`config.mk`:
```
export PLATFORM = sky130hd
export DESIGN_NAME = hall_throttle_conditioner_core
export DESIGN_NICKNAME = d
export VERILOG_FILES = /design/src/hw/rtl/hthc_pkg.sv /design/src/hw/rtl/hall_throttle_conditioner_core.sv /design/src/hw/rtl/hthc_cfg_regs.sv /design/src/hw/rtl/hthc_divider.sv
export SDC_FILE = /design/constraint.sdc
export NUM_CORES = 1
export LEC_CHECK = 0
export BUFFER_PORTS_ARGS = -buffer_cell sky130_fd_sc_hd__buf_2
export CAP_MARGIN = 20
export CORE_MARGIN = 2
export CORE_UTILIZATION = 37
export CTS_CLUSTER_SIZE = 8
export DETAILED_ROUTE_END_ITERATION = 12
export GPL_TIMING_DRIVEN = 0
export PLACE_DENSITY_LB_ADDON = 0.2
export SLEW_MARGIN = 20
export SYNTH_ARGS = -nofsm -noshare
export SYNTH_HDL_FRONTEND = slang
export SYNTH_SLANG_ARGS = --single-unit
```
`constraint.sdc`:
```
create_clock -name aclk -period 6.29 [get_ports aclk]
set_clock_uncertainty 0.1 [all_clocks]
set_input_delay 0.629 -clock aclk [delete_from_list [all_inputs] [get_ports aclk]]
set_output_delay 0.629 -clock aclk [all_outputs]
set_load 0.01 [all_outputs]
```
`src/hw/rtl/hthc_pkg.sv`:
```
// ----------------------------------------------------------------------------
// hthc_pkg: shared types and constants of the hall throttle conditioner
// Field widths, calibration defaults, register map, sequencer states and the
// request struct of the shared divider.
// ----------------------------------------------------------------------------
`default_nettype none

package hthc_pkg;

    localparam int DATA_W  = 10;
    localparam int SUM_W   = 13;
    localparam int CNT_W   = 3;
    localparam int NUM_W   = 2 * DATA_W;
    localparam int STEP_W  = $clog2(NUM_W);
    localparam int ADDR_W  = 4;
    localparam int PDATA_W = 32;

    localparam int unsigned GROUP_SIZE    = 5;
    localparam int unsigned NEUTRAL_LEVEL = 512;
    localparam int unsigned FULL_SCALE    = 1023;

    // group mean as a reciprocal multiply: floor(sum * MEAN_RECIP >> MEAN_SHIFT)
    localparam int MEAN_SHIFT = 16;
    localparam int RECIP_W    = MEAN_SHIFT + 1;
    localparam logic [RECIP_W-1:0] MEAN_RECIP =
        RECIP_W'(((1 << MEAN_SHIFT) + GROUP_SIZE - 1) / GROUP_SIZE);

    localparam logic [DATA_W-1:0] NEUTRAL    = DATA_W'(NEUTRAL_LEVEL);
    localparam logic [DATA_W-1:0] FULL       = DATA_W'(FULL_SCALE);
    localparam logic [DATA_W-1:0] UPPER_GAIN = DATA_W'(FULL_SCALE - NEUTRAL_LEVEL);
    localparam logic [DATA_W-1:0] LOWER_GAIN = DATA_W'(NEUTRAL_LEVEL);

    localparam logic [DATA_W-1:0] RST_CAL_MIN    = DATA_W'(0);
    localparam logic [DATA_W-1:0] RST_CAL_CENTER = DATA_W'(512);
    localparam logic [DATA_W-1:0] RST_CAL_MAX    = DATA_W'(1023);
    localparam logic [DATA_W-1:0] RST_DEAD_BAND  = DATA_W'(0);

    typedef enum logic [1:0] {
        REG_CAL_MIN,
        REG_CAL_CENTER,
        REG_CAL_MAX,
        REG_DEAD_BAND
    } reg_idx_t;

    typedef enum logic [2:0] {
        ST_IDLE,
        ST_MEAN,
        ST_SETUP,
        ST_MUL,
        ST_MAP,
        ST_FINISH
    } state_t;

    typedef struct packed {
        logic [DATA_W-1:0] cal_min;
        logic [DATA_W-1:0] cal_center;
        logic [DATA_W-1:0] cal_max;
        logic [DATA_W-1:0] dead_band;
    } cal_regs_t;

    typedef struct packed {
        logic              start;
        logic [NUM_W-1:0]  dividend;
        logic [DATA_W-1:0] divisor;
    } div_req_t;

endpackage

`default_nettype wire

```
`src/hw/rtl/hall_throttle_conditioner_core.sv`:
```
// ----------------------------------------------------------------------------
// hall_throttle_conditioner_core: hall sensor throttle conditioner
// Sequencing: a sample that does not close a group is taken with no result; a
//   closing sample runs the mean, setup, multiply, map and finish states (map
//   skipped when the active calibration span is zero), then waits for output.
// Busy: no new sample is taken until the closing sample's result is loaded;
//   the map is one 20-step pass through the shared radix-2 divider and the
//   group mean is a single reciprocal multiply.
// Reset: synchronous active-low aresetn clears the group sum, count, filter,
//   sequencer and output valid, and loads the calibration defaults.
// ----------------------------------------------------------------------------
`default_nettype none

module hall_throttle_conditioner_core (
    input  wire logic                           aclk,
    input  wire logic                           aresetn,
    // sample input channel
    input  wire logic                           s_valid,
    output logic                                s_ready,
    input  wire logic [hthc_pkg::DATA_W-1:0]    s_sample,
    // result channel
    output logic                                m_valid,
    input  wire logic                           m_ready,
    output logic      [hthc_pkg::DATA_W-1:0]    m_throttle_level,
    output logic      [hthc_pkg::DATA_W-1:0]    m_smoothed_hall,
    output logic      [hthc_pkg::DATA_W-1:0]    m_group_mean,
    // calibration register port
    input  wire logic                           psel,
    input  wire logic                           penable,
    input  wire logic                           pwrite,
    input  wire logic [hthc_pkg::ADDR_W-1:0]    paddr,
    input  wire logic [hthc_pkg::PDATA_W-1:0]   pwdata,
    output logic      [hthc_pkg::PDATA_W-1:0]   prdata,
    output logic                                pready
);

    localparam int DW = hthc_pkg::DATA_W;
    localparam int NW = hthc_pkg::NUM_W;
    localparam int PW = hthc_pkg::SUM_W + hthc_pkg::RECIP_W;

    // ------------------------------------------------------------------
    // Calibration registers
    // ------------------------------------------------------------------
    hthc_pkg::cal_regs_t cal;

    hthc_cfg_regs u_cfg (
        .aclk    (aclk),
        .aresetn (aresetn),
        .psel    (psel),
        .penable (penable),
        .pwrite  (pwrite),
        .paddr   (paddr),
        .pwdata  (pwdata),
        .prdata  (prdata),
        .cal     (cal)
    );

    // zero-wait-state register access
    assign pready = 1'b1;

    // ------------------------------------------------------------------
    // Shared divider: calibration map
    // ------------------------------------------------------------------
    hthc_pkg::div_req_t  div_req;
    logic                div_done;
    logic [NW-1:0]       div_quo;

    hthc_divider u_div (
        .aclk     (aclk),
        .aresetn  (aresetn),
        .req      (div_req),
        .done     (div_done),
        .quotient (div_quo)
    );

    // ------------------------------------------------------------------
    // Sequencer and datapath registers
    // ------------------------------------------------------------------
    hthc_pkg::state_t state_reg, state_next;

    logic [hthc_pkg::SUM_W-1:0] sum_reg;
    logic [hthc_pkg::CNT_W-1:0] count_reg;
    logic [DW-1:0]              filter_reg;
    logic [DW-1:0]              mean_reg;
    logic                       upper_reg;
    logic signed [DW:0]         diff_reg;
    logic signed [DW:0]         span_reg;
    logic                       neg_reg;
    logic                       zero_reg;
    logic [NW-1:0]              quo_reg;

    logic                       m_valid_reg;
    logic [DW-1:0]              thr_reg;
    logic [DW-1:0]              smooth_reg;
    logic [DW-1:0]              gmean_reg;

    // control decoded from the state
    logic s_ready_int;
    logic out_load;

    // ------------------------------------------------------------------
    // Combinational datapath
    // ------------------------------------------------------------------
    logic                       s_xfer;
    logic [hthc_pkg::SUM_W-1:0] sum_next;
    logic [hthc_pkg::CNT_W-1:0] count_next;
    logic                       group_done;
    logic                       out_free;

    logic [PW-1:0]              mean_prod;
    logic [DW-1:0]              mean_q;
    logic [DW+1:0]              filt_sum;
    logic [DW-1:0]              filter_next;

    logic                       upper_next;
    logic signed [DW:0]         diff_next;
    logic signed [DW:0]         span_next;

    logic [DW:0]                diff_abs;
    logic [DW:0]                span_abs;
    logic [DW-1:0]              gain;
    logic [NW-1:0]              prod;
    logic                       span_zero;

    logic [DW-1:0]              up_level;
    logic [DW-1:0]              lo_level;
    logic [DW-1:0]              level;
    logic [DW-1:0]              neutral_gap;
    logic [DW-1:0]              thr_next;

    assign s_xfer     = s_valid & s_ready_int;
    assign sum_next   = sum_reg + hthc_pkg::SUM_W'(s_sample);
    assign count_next = count_reg + hthc_pkg::CNT_W'(1);
    assign group_done = (count_next == hthc_pkg::CNT_W'(hthc_pkg::GROUP_SIZE));
    assign out_free   = !m_valid_reg || m_ready;

    // group mean from the held closing sum by a reciprocal multiply
    assign mean_prod = PW'(sum_reg) * PW'(hthc_pkg::MEAN_RECIP);
    assign mean_q    = mean_prod[hthc_pkg::MEAN_SHIFT +: DW];

    // exponential filter: (3 * mean + old) >> 2
    assign filt_sum    = {2'b00, mean_q} + {1'b0, mean_q, 1'b0} + {2'b00, filter_reg};
    assign filter_next = filt_sum[DW+1:2];

    // branch select and signed offsets around the calibrated center
    assign upper_next = (filter_reg >= cal.cal_center);
    assign diff_next  = upper_next
                        ? $signed({1'b0, filter_reg}) - $signed({1'b0, cal.cal_center})
                        : $signed({1'b0, filter_reg}) - $signed({1'b0, cal.cal_min});
    assign span_next  = upper_next
                        ? $signed({1'b0, cal.cal_max}) - $signed({1'b0, cal.cal_center})
                        : $signed({1'b0, cal.cal_center}) - $signed({1'b0, cal.cal_min});

    // magnitudes for the unsigned divider; the sign is carried separately
    assign diff_abs  = diff_reg[DW] ? (~diff_reg + 1'b1) : diff_reg;
    assign span_abs  = span_reg[DW] ? (~span_reg + 1'b1) : span_reg;
    assign gain      = upper_reg ? hthc_pkg::UPPER_GAIN : hthc_pkg::LOWER_GAIN;
    assign prod      = diff_abs[DW-1:0] * gain;
    assign span_zero = (span_reg == '0);

    // clamp into the branch range; a negative quotient lands on the low end
    assign up_level = (quo_reg > NW'(hthc_pkg::UPPER_GAIN))
                      ? hthc_pkg::FULL
                      : hthc_pkg::NEUTRAL + quo_reg[DW-1:0];
    assign lo_level = (quo_reg > NW'(hthc_pkg::NEUTRAL))
                      ? hthc_pkg::NEUTRAL
                      : quo_reg[DW-1:0];

    always_comb begin
        if (zero_reg) begin
            level = upper_reg ? hthc_pkg::FULL : '0;
        end else if (upper_reg) begin
            level = neg_reg ? hthc_pkg::NEUTRAL : up_level;
        end else begin
            level = neg_reg ? '0 : lo_level;
        end
    end

    // snap to neutral inside the dead band
    assign neutral_gap = (level >= hthc_pkg::NEUTRAL) ? (level - hthc_pkg::NEUTRAL)
                                                      : (hthc_pkg::NEUTRAL - level);
    assign thr_next    = (neutral_gap < cal.dead_band) ? hthc_pkg::NEUTRAL : level;

    // ------------------------------------------------------------------
    // Sequencer: next state
    // ------------------------------------------------------------------
    always_comb begin
        state_next = state_reg;
        case (state_reg)
            hthc_pkg::ST_IDLE: begin
                if (s_xfer && group_done) begin
                    state_next = hthc_pkg::ST_MEAN;
                end
            end
            hthc_pkg::ST_MEAN: begin
                state_next = hthc_pkg::ST_SETUP;
            end
            hthc_pkg::ST_SETUP: begin
                state_next = hthc_pkg::ST_MUL;
            end
            hthc_pkg::ST_MUL: begin
                state_next = span_zero ? hthc_pkg::ST_FINISH : hthc_pkg::ST_MAP;
            end
            hthc_pkg::ST_MAP: begin
                if (div_done) begin
                    state_next = hthc_pkg::ST_FINISH;
                end
            end
            hthc_pkg::ST_FINISH: begin
                if (out_free) begin
                    state_next = hthc_pkg::ST_IDLE;
                end
            end
            default: state_next = hthc_pkg::ST_IDLE;
        endcase
    end

    // ------------------------------------------------------------------
    // Sequencer: outputs
    // ------------------------------------------------------------------
    always_comb begin
        s_ready_int      = 1'b0;
        out_load         = 1'b0;
        div_req.start    = 1'b0;
        div_req.dividend = prod;
        div_req.divisor  = span_abs[DW-1:0];
        case (state_reg)
            hthc_pkg::ST_IDLE: begin
                s_ready_int = 1'b1;
            end
            hthc_pkg::ST_MUL: begin
                // launch the map division unless the span is empty
                div_req.start = !span_zero;
            end
            hthc_pkg::ST_FINISH: begin
                out_load = out_free;
            end
            default: ;
        endcase
    end

    // ------------------------------------------------------------------
    // Registers
    // ------------------------------------------------------------------
    always_ff @(posedge aclk) begin
        if (!aresetn) begin
            state_reg   <= hthc_pkg::ST_IDLE;
            sum_reg     <= '0;
            count_reg   <= '0;
            filter_reg  <= '0;
            m_valid_reg <= 1'b0;
        end else begin
            state_reg <= state_next;
            // accumulate the group, hold the closing sum for the mean, then drop it
            if (s_xfer) begin
                sum_reg   <= sum_next;
                count_reg <= group_done ? '0 : count_next;
            end else if (state_reg == hthc_pkg::ST_MEAN) begin
                sum_reg <= '0;
            end
            if (state_reg == hthc_pkg::ST_MEAN) begin
                filter_reg <= filter_next;
            end
            // hold the result until the transfer, then free the slot
            if (out_load) begin
                m_valid_reg <= 1'b1;
            end else if (m_ready) begin
                m_valid_reg <= 1'b0;
            end
        end
    end

    always_ff @(posedge aclk) begin
        if (state_reg == hthc_pkg::ST_MEAN) begin
            mean_reg <= mean_q;
        end
        if (state_reg == hthc_pkg::ST_SETUP) begin
            upper_reg <= upper_next;
            diff_reg  <= diff_next;
            span_reg  <= span_next;
        end
        if (state_reg == hthc_pkg::ST_MUL) begin
            neg_reg  <= diff_reg[DW] ^ span_reg[DW];
            zero_reg <= span_zero;
        end
        if (state_reg == hthc_pkg::ST_MAP && div_done) begin
            quo_reg <= div_quo;
        end
        if (out_load) begin
            thr_reg    <= thr_next;
            smooth_reg <= filter_reg;
            gmean_reg  <= mean_reg;
        end
    end

    assign s_ready          = s_ready_int;
    assign m_valid          = m_valid_reg;
    assign m_throttle_level = thr_reg;
    assign m_smoothed_hall  = smooth_reg;
    assign m_group_mean     = gmean_reg;

endmodule

`default_nettype wire

```
`src/hw/rtl/hthc_cfg_regs.sv`:
```
// ----------------------------------------------------------------------------
// hthc_cfg_regs: calibration register file
// APB-style write and read access to the four calibration registers.
// ----------------------------------------------------------------------------
`default_nettype none

module hthc_cfg_regs (
    input  wire logic                           aclk,
    input  wire logic                           aresetn,
    input  wire logic                           psel,
    input  wire logic                           penable,
    input  wire logic                           pwrite,
    input  wire logic [hthc_pkg::ADDR_W-1:0]    paddr,
    input  wire logic [hthc_pkg::PDATA_W-1:0]   pwdata,
    output logic      [hthc_pkg::PDATA_W-1:0]   prdata,
    output hthc_pkg::cal_regs_t                 cal
);

    hthc_pkg::cal_regs_t cal_reg;
    hthc_pkg::reg_idx_t  idx;
    logic                wr_en;
    logic [hthc_pkg::DATA_W-1:0] wr_val;

    assign idx    = hthc_pkg::reg_idx_t'(paddr[hthc_pkg::ADDR_W-1:2]);
    assign wr_en  = psel & penable & pwrite;
    assign wr_val = pwdata[hthc_pkg::DATA_W-1:0];

    always_ff @(posedge aclk) begin
        if (!aresetn) begin
            cal_reg.cal_min    <= hthc_pkg::RST_CAL_MIN;
            cal_reg.cal_center <= hthc_pkg::RST_CAL_CENTER;
            cal_reg.cal_max    <= hthc_pkg::RST_CAL_MAX;
            cal_reg.dead_band  <= hthc_pkg::RST_DEAD_BAND;
        end else if (wr_en) begin
            case (idx)
                hthc_pkg::REG_CAL_MIN:    cal_reg.cal_min    <= wr_val;
                hthc_pkg::REG_CAL_CENTER: cal_reg.cal_center <= wr_val;
                hthc_pkg::REG_CAL_MAX:    cal_reg.cal_max    <= wr_val;
                hthc_pkg::REG_DEAD_BAND:  cal_reg.dead_band  <= wr_val;
                default: ;
            endcase
        end
    end

    always_comb begin
        case (idx)
            hthc_pkg::REG_CAL_MIN:    prdata = hthc_pkg::PDATA_W'(cal_reg.cal_min);
            hthc_pkg::REG_CAL_CENTER: prdata = hthc_pkg::PDATA_W'(cal_reg.cal_center);
            hthc_pkg::REG_CAL_MAX:    prdata = hthc_pkg::PDATA_W'(cal_reg.cal_max);
            hthc_pkg::REG_DEAD_BAND:  prdata = hthc_pkg::PDATA_W'(cal_reg.dead_band);
            default:                  prdata = '0;
        endcase
    end

    assign cal = cal_reg;

endmodule

`default_nettype wire

```
`src/hw/rtl/hthc_divider.sv`:
```
// ----------------------------------------------------------------------------
// hthc_divider: shared radix-2 restoring divider
// Unsigned NUM_W-bit dividend over DATA_W-bit nonzero divisor, one quotient
// bit per cycle; done pulses for one cycle once the quotient is complete.
// ----------------------------------------------------------------------------
`default_nettype none

module hthc_divider (
    input  wire logic                         aclk,
    input  wire logic                         aresetn,
    input  hthc_pkg::div_req_t                req,
    output logic                              done,
    output logic      [hthc_pkg::NUM_W-1:0]   quotient
);

    logic                          busy_reg;
    logic                          done_reg;
    logic [hthc_pkg::STEP_W-1:0]   step_reg;
    logic [hthc_pkg::NUM_W-1:0]    quo_reg;
    logic [hthc_pkg::DATA_W-1:0]   rem_reg;
    logic [hthc_pkg::DATA_W-1:0]   dvs_reg;
    logic [hthc_pkg::DATA_W:0]     shifted;
    logic [hthc_pkg::DATA_W:0]     diff;
    logic                          fits;

    // shift in the next dividend bit and try the subtraction
    assign shifted = {rem_reg, quo_reg[hthc_pkg::NUM_W-1]};
    assign diff    = shifted - {1'b0, dvs_reg};
    assign fits    = (shifted >= {1'b0, dvs_reg});

    always_ff @(posedge aclk) begin
        if (!aresetn) begin
            busy_reg <= 1'b0;
            done_reg <= 1'b0;
            step_reg <= '0;
        end else begin
            done_reg <= 1'b0;
            if (req.start) begin
                busy_reg <= 1'b1;
                step_reg <= '0;
            end else if (busy_reg) begin
                if (step_reg == hthc_pkg::STEP_W'(hthc_pkg::NUM_W - 1)) begin
                    busy_reg <= 1'b0;
                    done_reg <= 1'b1;
                end
                step_reg <= step_reg + hthc_pkg::STEP_W'(1);
            end
        end
    end

    always_ff @(posedge aclk) begin
        if (req.start) begin
            rem_reg <= '0;
            quo_reg <= req.dividend;
            dvs_reg <= req.divisor;
        end else if (busy_reg) begin
            rem_reg <= fits ? diff[hthc_pkg::DATA_W-1:0] : shifted[hthc_pkg::DATA_W-1:0];
            quo_reg <= {quo_reg[hthc_pkg::NUM_W-2:0], fits};
        end
    end

    assign done     = done_reg;
    assign quotient = quo_reg;

endmodule

`default_nettype wire

```
# ---- Yosys cells after proc, flatten, opt, wreduce, memory -nomap -nowiden
# Index checks and enable logic that the tools add are counted.
dict set report word_totals {
  output_inout_bits 65
  romBits 0
  input_bits 53
  word_cells 121
  latch_bits 0
  regBits 202
  ram_bits 0
  n_memories 0
}
dict set report classes {
  n_mux 34
  n_lt_le_gt_ge 6
  shift 0
  mul 2
  div 0
  reduce_logical 18
  add_sub_neg 15
  eq_ne 13
  n_bitwise 8
}
# op n
set op_table {}
lappend op_table {{32-bit one-hot mux with 4 select lines} 1}
lappend op_table {{10-bit 2-to-1 mux} 12}
lappend op_table {{10-bit by 10-bit subtractor with 11-bit output} 4}
lappend op_table {{20-bit 2-to-1 mux} 2}
lappend op_table {{13-bit 2-to-1 mux} 2}
lappend op_table {{13-bit by 12-bit multiplier with 24-bit output (second input constant)} 1}
lappend op_table {{11-bit 2-to-1 mux} 2}
lappend op_table {{10-bit by 1-bit adder with 10-bit output (second input constant)} 2}
lappend op_table {{20-bit by 10-bit greater-than comparator with 1-bit output (second input constant)} 1}
lappend op_table {{20-bit by 9-bit greater-than comparator with 1-bit output (second input constant)} 1}
lappend op_table {{10-bit by 10-bit multiplier with 20-bit output} 1}
lappend op_table {{10-bit inverter} 2}
lappend op_table {{3-bit one-hot mux with 6 select lines} 1}
lappend op_table {{13-bit by 10-bit adder with 13-bit output} 1}
lappend op_table {{10-bit by 11-bit adder with 12-bit output} 1}
lappend op_table {{12-bit by 10-bit adder with 12-bit output} 1}
lappend op_table {{3-bit 2-to-1 mux} 4}
lappend op_table {{11-bit by 10-bit greater-or-equal comparator with 1-bit output} 1}
lappend op_table {{11-bit zero test} 1}
lappend op_table {{10-bit adder (first input constant)} 1}
lappend op_table {{10-bit greater-or-equal comparator} 1}
lappend op_table {{10-bit greater-or-equal comparator (second input constant)} 1}
lappend op_table {{10-bit less-than comparator} 1}
lappend op_table {{1-bit 2-to-1 mux} 10}
lappend op_table {{26 further kinds} 41}

# ---- Logic depth before layout (Yosys ltp)
dict set report depth {
  ltp_word 8
  ltp_mapped 30
  mapped_depth_nobuf 30
}

# ---- Modules after synthesis
# Synthesis repeated with hierarchy kept, for this count alone.
dict set report hier_totals {
  cells_unflattened 1772
  area_unflattened_um2 17320.4
}
# module cells_each seq_area_each_um2 n_inst area_each_um2
set modules_own_cells {}
lappend modules_own_cells {hall_throttle_conditioner_core 1371 3153.0 1 12964.9}
lappend modules_own_cells {hthc_divider 206 1241.2 1 2419.8}
lappend modules_own_cells {hthc_cfg_regs 195 800.8 1 1935.6}

# ---- Least setup slack after synthesis
# Ideal clock, no wire load.
dict set report synth_path {
  path_kind {flip-flop to flip-flop}
  startpoint {reg sum_reg[6] (netlist name)}
  endpoint {reg filter_reg[7]}
  stages_incl_launch_ff 31
  required_ns 6.075
  setup_time_ns 0.115
  arrival_time_ns 6.549
  slack_ns -0.474
  path_buffers 0
  synth_period_minus_slack_ns 6.764
  cell_sequence {dfxtp_1 ha_1 inv_1 fa_1 inv_1 fa_1 fa_1 inv_1 fa_1 inv_1 ha_1 nand4_1 a21oi_1 a221oi_2 nor2b_1 o21a_1 nor2_1 nor2b_1 nor2_1 xnor2_1 fa_1 ha_1 nor2b_1 o21ai_0 a21oi_1 o21ai_0 a21boi_0 o21ai_0 nor3b_1 o31ai_1 and2_1}
}
dict set report synth_between {
  elab_chain_cells 3
}
# item line_no
set synth_lines {}
lappend synth_lines {{from (decl)} hall_throttle_conditioner_core.sv:81} ;# logic [hthc_pkg::SUM_W-1:0] sum_reg;
lappend synth_lines {{from (signal assigned)} hall_throttle_conditioner_core.sv:256} ;# sum_reg <= sum_next;
lappend synth_lines {{13-bit by 12-bit multiplier with 24-bit output} hall_throttle_conditioner_core.sv:138} ;# assign mean_prod = PW'(sum_reg) * PW'(hthc_pkg::MEAN_RECIP);
lappend synth_lines {{net mean_prod[19]} hall_throttle_conditioner_core.sv:110} ;# logic [PW-1:0] mean_prod;
lappend synth_lines {{10-bit by 11-bit adder with 12-bit output} hall_throttle_conditioner_core.sv:142} ;# assign filt_sum = {2'b00, mean_q} + {1'b0, mean_q, 1'b0} + {2'b00, filter_reg};
lappend synth_lines {{12-bit by 10-bit adder with 12-bit output} hall_throttle_conditioner_core.sv:142}
lappend synth_lines {{to (signal assigned)} hall_throttle_conditioner_core.sv:262} ;# filter_reg <= filter_next;
lappend synth_lines {{to (decl)} hall_throttle_conditioner_core.sv:83} ;# logic [DW-1:0] filter_reg;
# The timed path passes the listed nets, and every way through them passes these cells.
# A chain may end at the register's enable or synchronous reset.

# ---- Worst setup path after layout
dict set report layout_path {
  startpoint {reg sum_reg[2] (netlist name)}
  endpoint {reg filter_reg[8]}
}
# The elaborated chain is that of the path after synthesis.

==> impl_metrics.py <==
metrics = {
    "synth": {
        "synth_seq_cells": 202,
        "seq_area_frac_synth": 0.303,
        "synthArstFlopShare": 0,
        "synth.top_cell.area_share": 0.201,
        "synth_instances": 1756,
        "syn_avg_cell_area_um2": 9.77,
        "synth.yosys.warnings": 0,
        "synth_enable_flop_cells": 115,
        "most_instantiated_library_cell_after_synthesis": "inv_1",
        "post_synth_instance_area_mm2": 0.0172,
        "synth_ff_type": "edfxtp_1",
        "synth.cells.most_frequent": "275 x inv_1, 229 x ha_1, 120 x nand2_1",
        "synthDominantAreaCellType": "edfxtp_1",
        "synthDistinctLibCells": 76,
        "post_synth_main_area_contributors": "edfxtp_1 20%, ha_1 17%, fa_1 12%",
    },
    "die": {
        "placeableCoreArea_mm2": 0.0456,
        "floorplan.initialDensity": 0.376,
        "placement_rows": 78,
        "dieHeight_um": 219,
        "ios": 118,
        "die_width_um": 219,
        "design.die.area_mm2": 0.0481,
    },
    "sta": {
        "max_freq_ghz": 0.150,
        "timing.final.max_slew_violations": 0,
        "hold_violations": 0,
        "post-route-period-util": 1.06,
        "layout_min_cycle_time_ns": 6.65,
        "grt_setup_unrepaired": "true",
        "relSlewSlack": 0.306,
        "worst_slew_pin_slew_ns": 1.04,
        "setup_viol": 6,
        "fin_ws_ns": -0.362,
    },
    "clocking": {
        "numCtsBuffers": 30,
        "clock-sinks": 202,
        "postCtsHoldBufs": 0,
        "cts.htree.levels": 1,
        "clkLatencyLatePin_ns": 0.59,
        "cts.reportedPaths.clkPinSlew_ns": 0.05,
        "ctsLongestPathBuffers": 3,
        "clockRootBuffer": "clkbuf_16",
        "clock_tree_from_tritoncts": "built",
    },
    "critical_path": {
        "crit_arrival_ns": 6.99,
        "critical_path.n_buffers_inverters": 6,
        "crit_type": "flip-flop to flip-flop",
        "r2r.worst_path.cells": 29,
        "reg2reg_setup_slack_ns": -0.36,
        "critical-path-top-cell-by-count": "fa_1",
        "critPathCaptureType": "flip-flop",
        "reg2reg_capture_point": "filter_reg[8]",
        "r2r_start": "sum_reg[2]",
        "critical-path-max-stage-delay_ns": 0.50,
        "crit_cells": 29,
        "cp_slowest_cell": "fa_1",
        "cp_top_family": "adder cells",
        "worst_ep_required_time_ns": 6.62,
        "timing.critical_path.fanout_max": 5,
        "critical_path.startpoint_type": "flip-flop",
    },
    "power": {
        "power.static_leakage_nw": 9.27,
        "total_power_density_per_cell_area_mw_per_mm2": 267,
        "design_power_total_mw": 5.42,
        "ir_worst_vdd_uv": 254,
    },
    "route": {
        "avgRoutedWirePerCell_um": 16.6,
        "detail_route.iter0.violations": 438,
        "route.final.wire_length_um": 42300,
        "viasPerCell": 4.92,
        "route.detailed.drc": 0,
        "routed-via-count": 12600,
        "drt.antenna.violating_nets": 0,
        "first_pass_iters": 5,
    },
    "min_path": {
        "worst_hold_depth": 3,
        "worstHoldPathType": "input port to flip-flop",
        "worstHoldStart": "pwdata[9]",
        "min_to": "u_cfg.cal[29]",
    },
    "status": {
        "violations_in_the_final_reports": "negative setup slack",
        "result_of_the_run": "finished with violations",
    },
    "grt": {
        "grt_first_pass_wirelength_um": 66300,
        "grt_start_max_net_pins": 25,
        "antenna_violations_before_repair": 0,
        "track_usage": 0.176,
        "grt_pass1_vias": 12300,
        "gr-total-overflow": 0,
    },
    "job": {
        "maxCapViolCount": 0,
    },
    "finish": {
        "drive_above_1_share": 0.165,
        "num-nets-final": 2318,
        "areaGrowthSynthToFinish_pct": 18.4,
        "antenna_diode_count": 0,
        "finalNonFillerCells": 2553,
        "largest_register_ffs": 40,
    },
    "placement": {
        "place_inst": 2448,
        "post_dp_hpwl_um": 32900,
        "place.gp.congestion": 0.845,
        "buffer_ports.inserted": 69,
    },
}
repair_timing:
action	in CTS	in global routing
buffers inserted	28	26
endpoints found under the setup margin	15	15
gates resized for setup	48	65
pin swaps	46	48
gates cloned	0	0
tightest hold or removal path: cells and delay by family:
kind | cells | cell delay, ns
AND/OR/NAND/NOR | 1 | 0.06
multiplexers | 1 | 0.07
buffers and inverters | 1 | 0.11
layout make-up:
cell class | instances | area (um^2)
buffer | 67 | 370
clock buffer | 50 | 846
clock inverter | 2 | 25.0
fill | 4344 | 25300
inverter | 278 | 1060
multi-input combinational | 1229 | 11200
sequential | 202 | 5230
tap | 600 | 751
timing repair buffer | 125 | 808
metrics by stage:
stage	setup TNS, ns	hold slack, ns	utilization	instance area (um^2)	setup WS (ns)
after floorplan	0	0.300	-	17400	0.000254
after global placement	-5.35	0.305	0.406	18500	-0.748
after global routing	-4.35	0.217	0.446	20300	-0.686
after detailed placement	-6.13	0.305	0.407	18600	-0.833
final	-1.80	0.201	0.446	20300	-0.362
after CTS	-1.62	0.175	0.436	19900	-0.374
worst max-delay path by stage:
stage / startpoint / end / slack [ns]
after floorplan: sum_reg[2] / filter_reg[4] / 0.0003
after global placement: diff_reg[3] / u_div.quotient[19] / -0.75
after detailed placement: diff_reg[3] / u_div.quotient[19] / -0.83
after CTS: sum_reg[2] / filter_reg[8] / -0.37
after global routing: sum_reg[2] / filter_reg[8] / -0.69
final: sum_reg[2] / filter_reg[8] / -0.36
kinds of logic (layout without fill, tap and decap cells):
group / Yosys count / in the layout / share of synthesized area
flops: 202 / 202 / 0.303
fa+ha+maj: 332 / 332 / 0.287
other cells: 2 / 23 / 0.000438
mux: 65 / 65 / 0.0455
xor+xnor: 91 / 91 / 0.0465
compound gates: 307 / 307 / 0.117
simple gates: 411 / 411 / 0.118
buf+inv: 346 / 522 / 0.0825
per-layer routing:
metal  wire length, um  part of all wire  vias to the layer above  track usage
met3              1970             0.047                       37       0.0261
met1             19600              0.46                     5988        0.239
met2             19900              0.47                      216        0.295
met4               710             0.017                        0       0.0408
li1                  -                 -                     6318            -
met5                 0                 0                        -            0
power breakdown:
part | switching, mW | total, mW | leakage, nW | internal (mW)
Sequential | 0.0356 | 1.47 | 1.77 | 1.43
Combinational | 1.29 | 2.45 | 7.09 | 1.16
Clock | 0.605 | 1.51 | 0.416 | 0.902
Total | 1.93 | 5.42 | 9.27 | 3.49
placed cells by master (no fill, tap or decap), types with 9 or more instances in the layout:
cell type	count
a22oi_1	10
fa_1	100
nor2b_1	57
ha_1	209
a21oi_2	9
nor2_1	87
clkbuf_16	30
o31ai_1	9
nand4_1	13
xnor2_1	61
ha_4	17
mux2i_1	51
and2_1	12
nand2b_1	16
xor2_1	20
a21oi_1	59
nand2_1	115
a21boi_0	19
buf_2	72
dfxtp_1	79
edfxtp_1	115
clkbuf_1	47
nor3_1	21
buf_4	74
mux4_2	10
o21a_1	16
o21ai_0	68
inv_2	10
a21o_1	25
nand3_1	24
inv_1	261
conb_1	23
o21ai_1	9
Note: power is estimated with default switching activity, not from simulation.
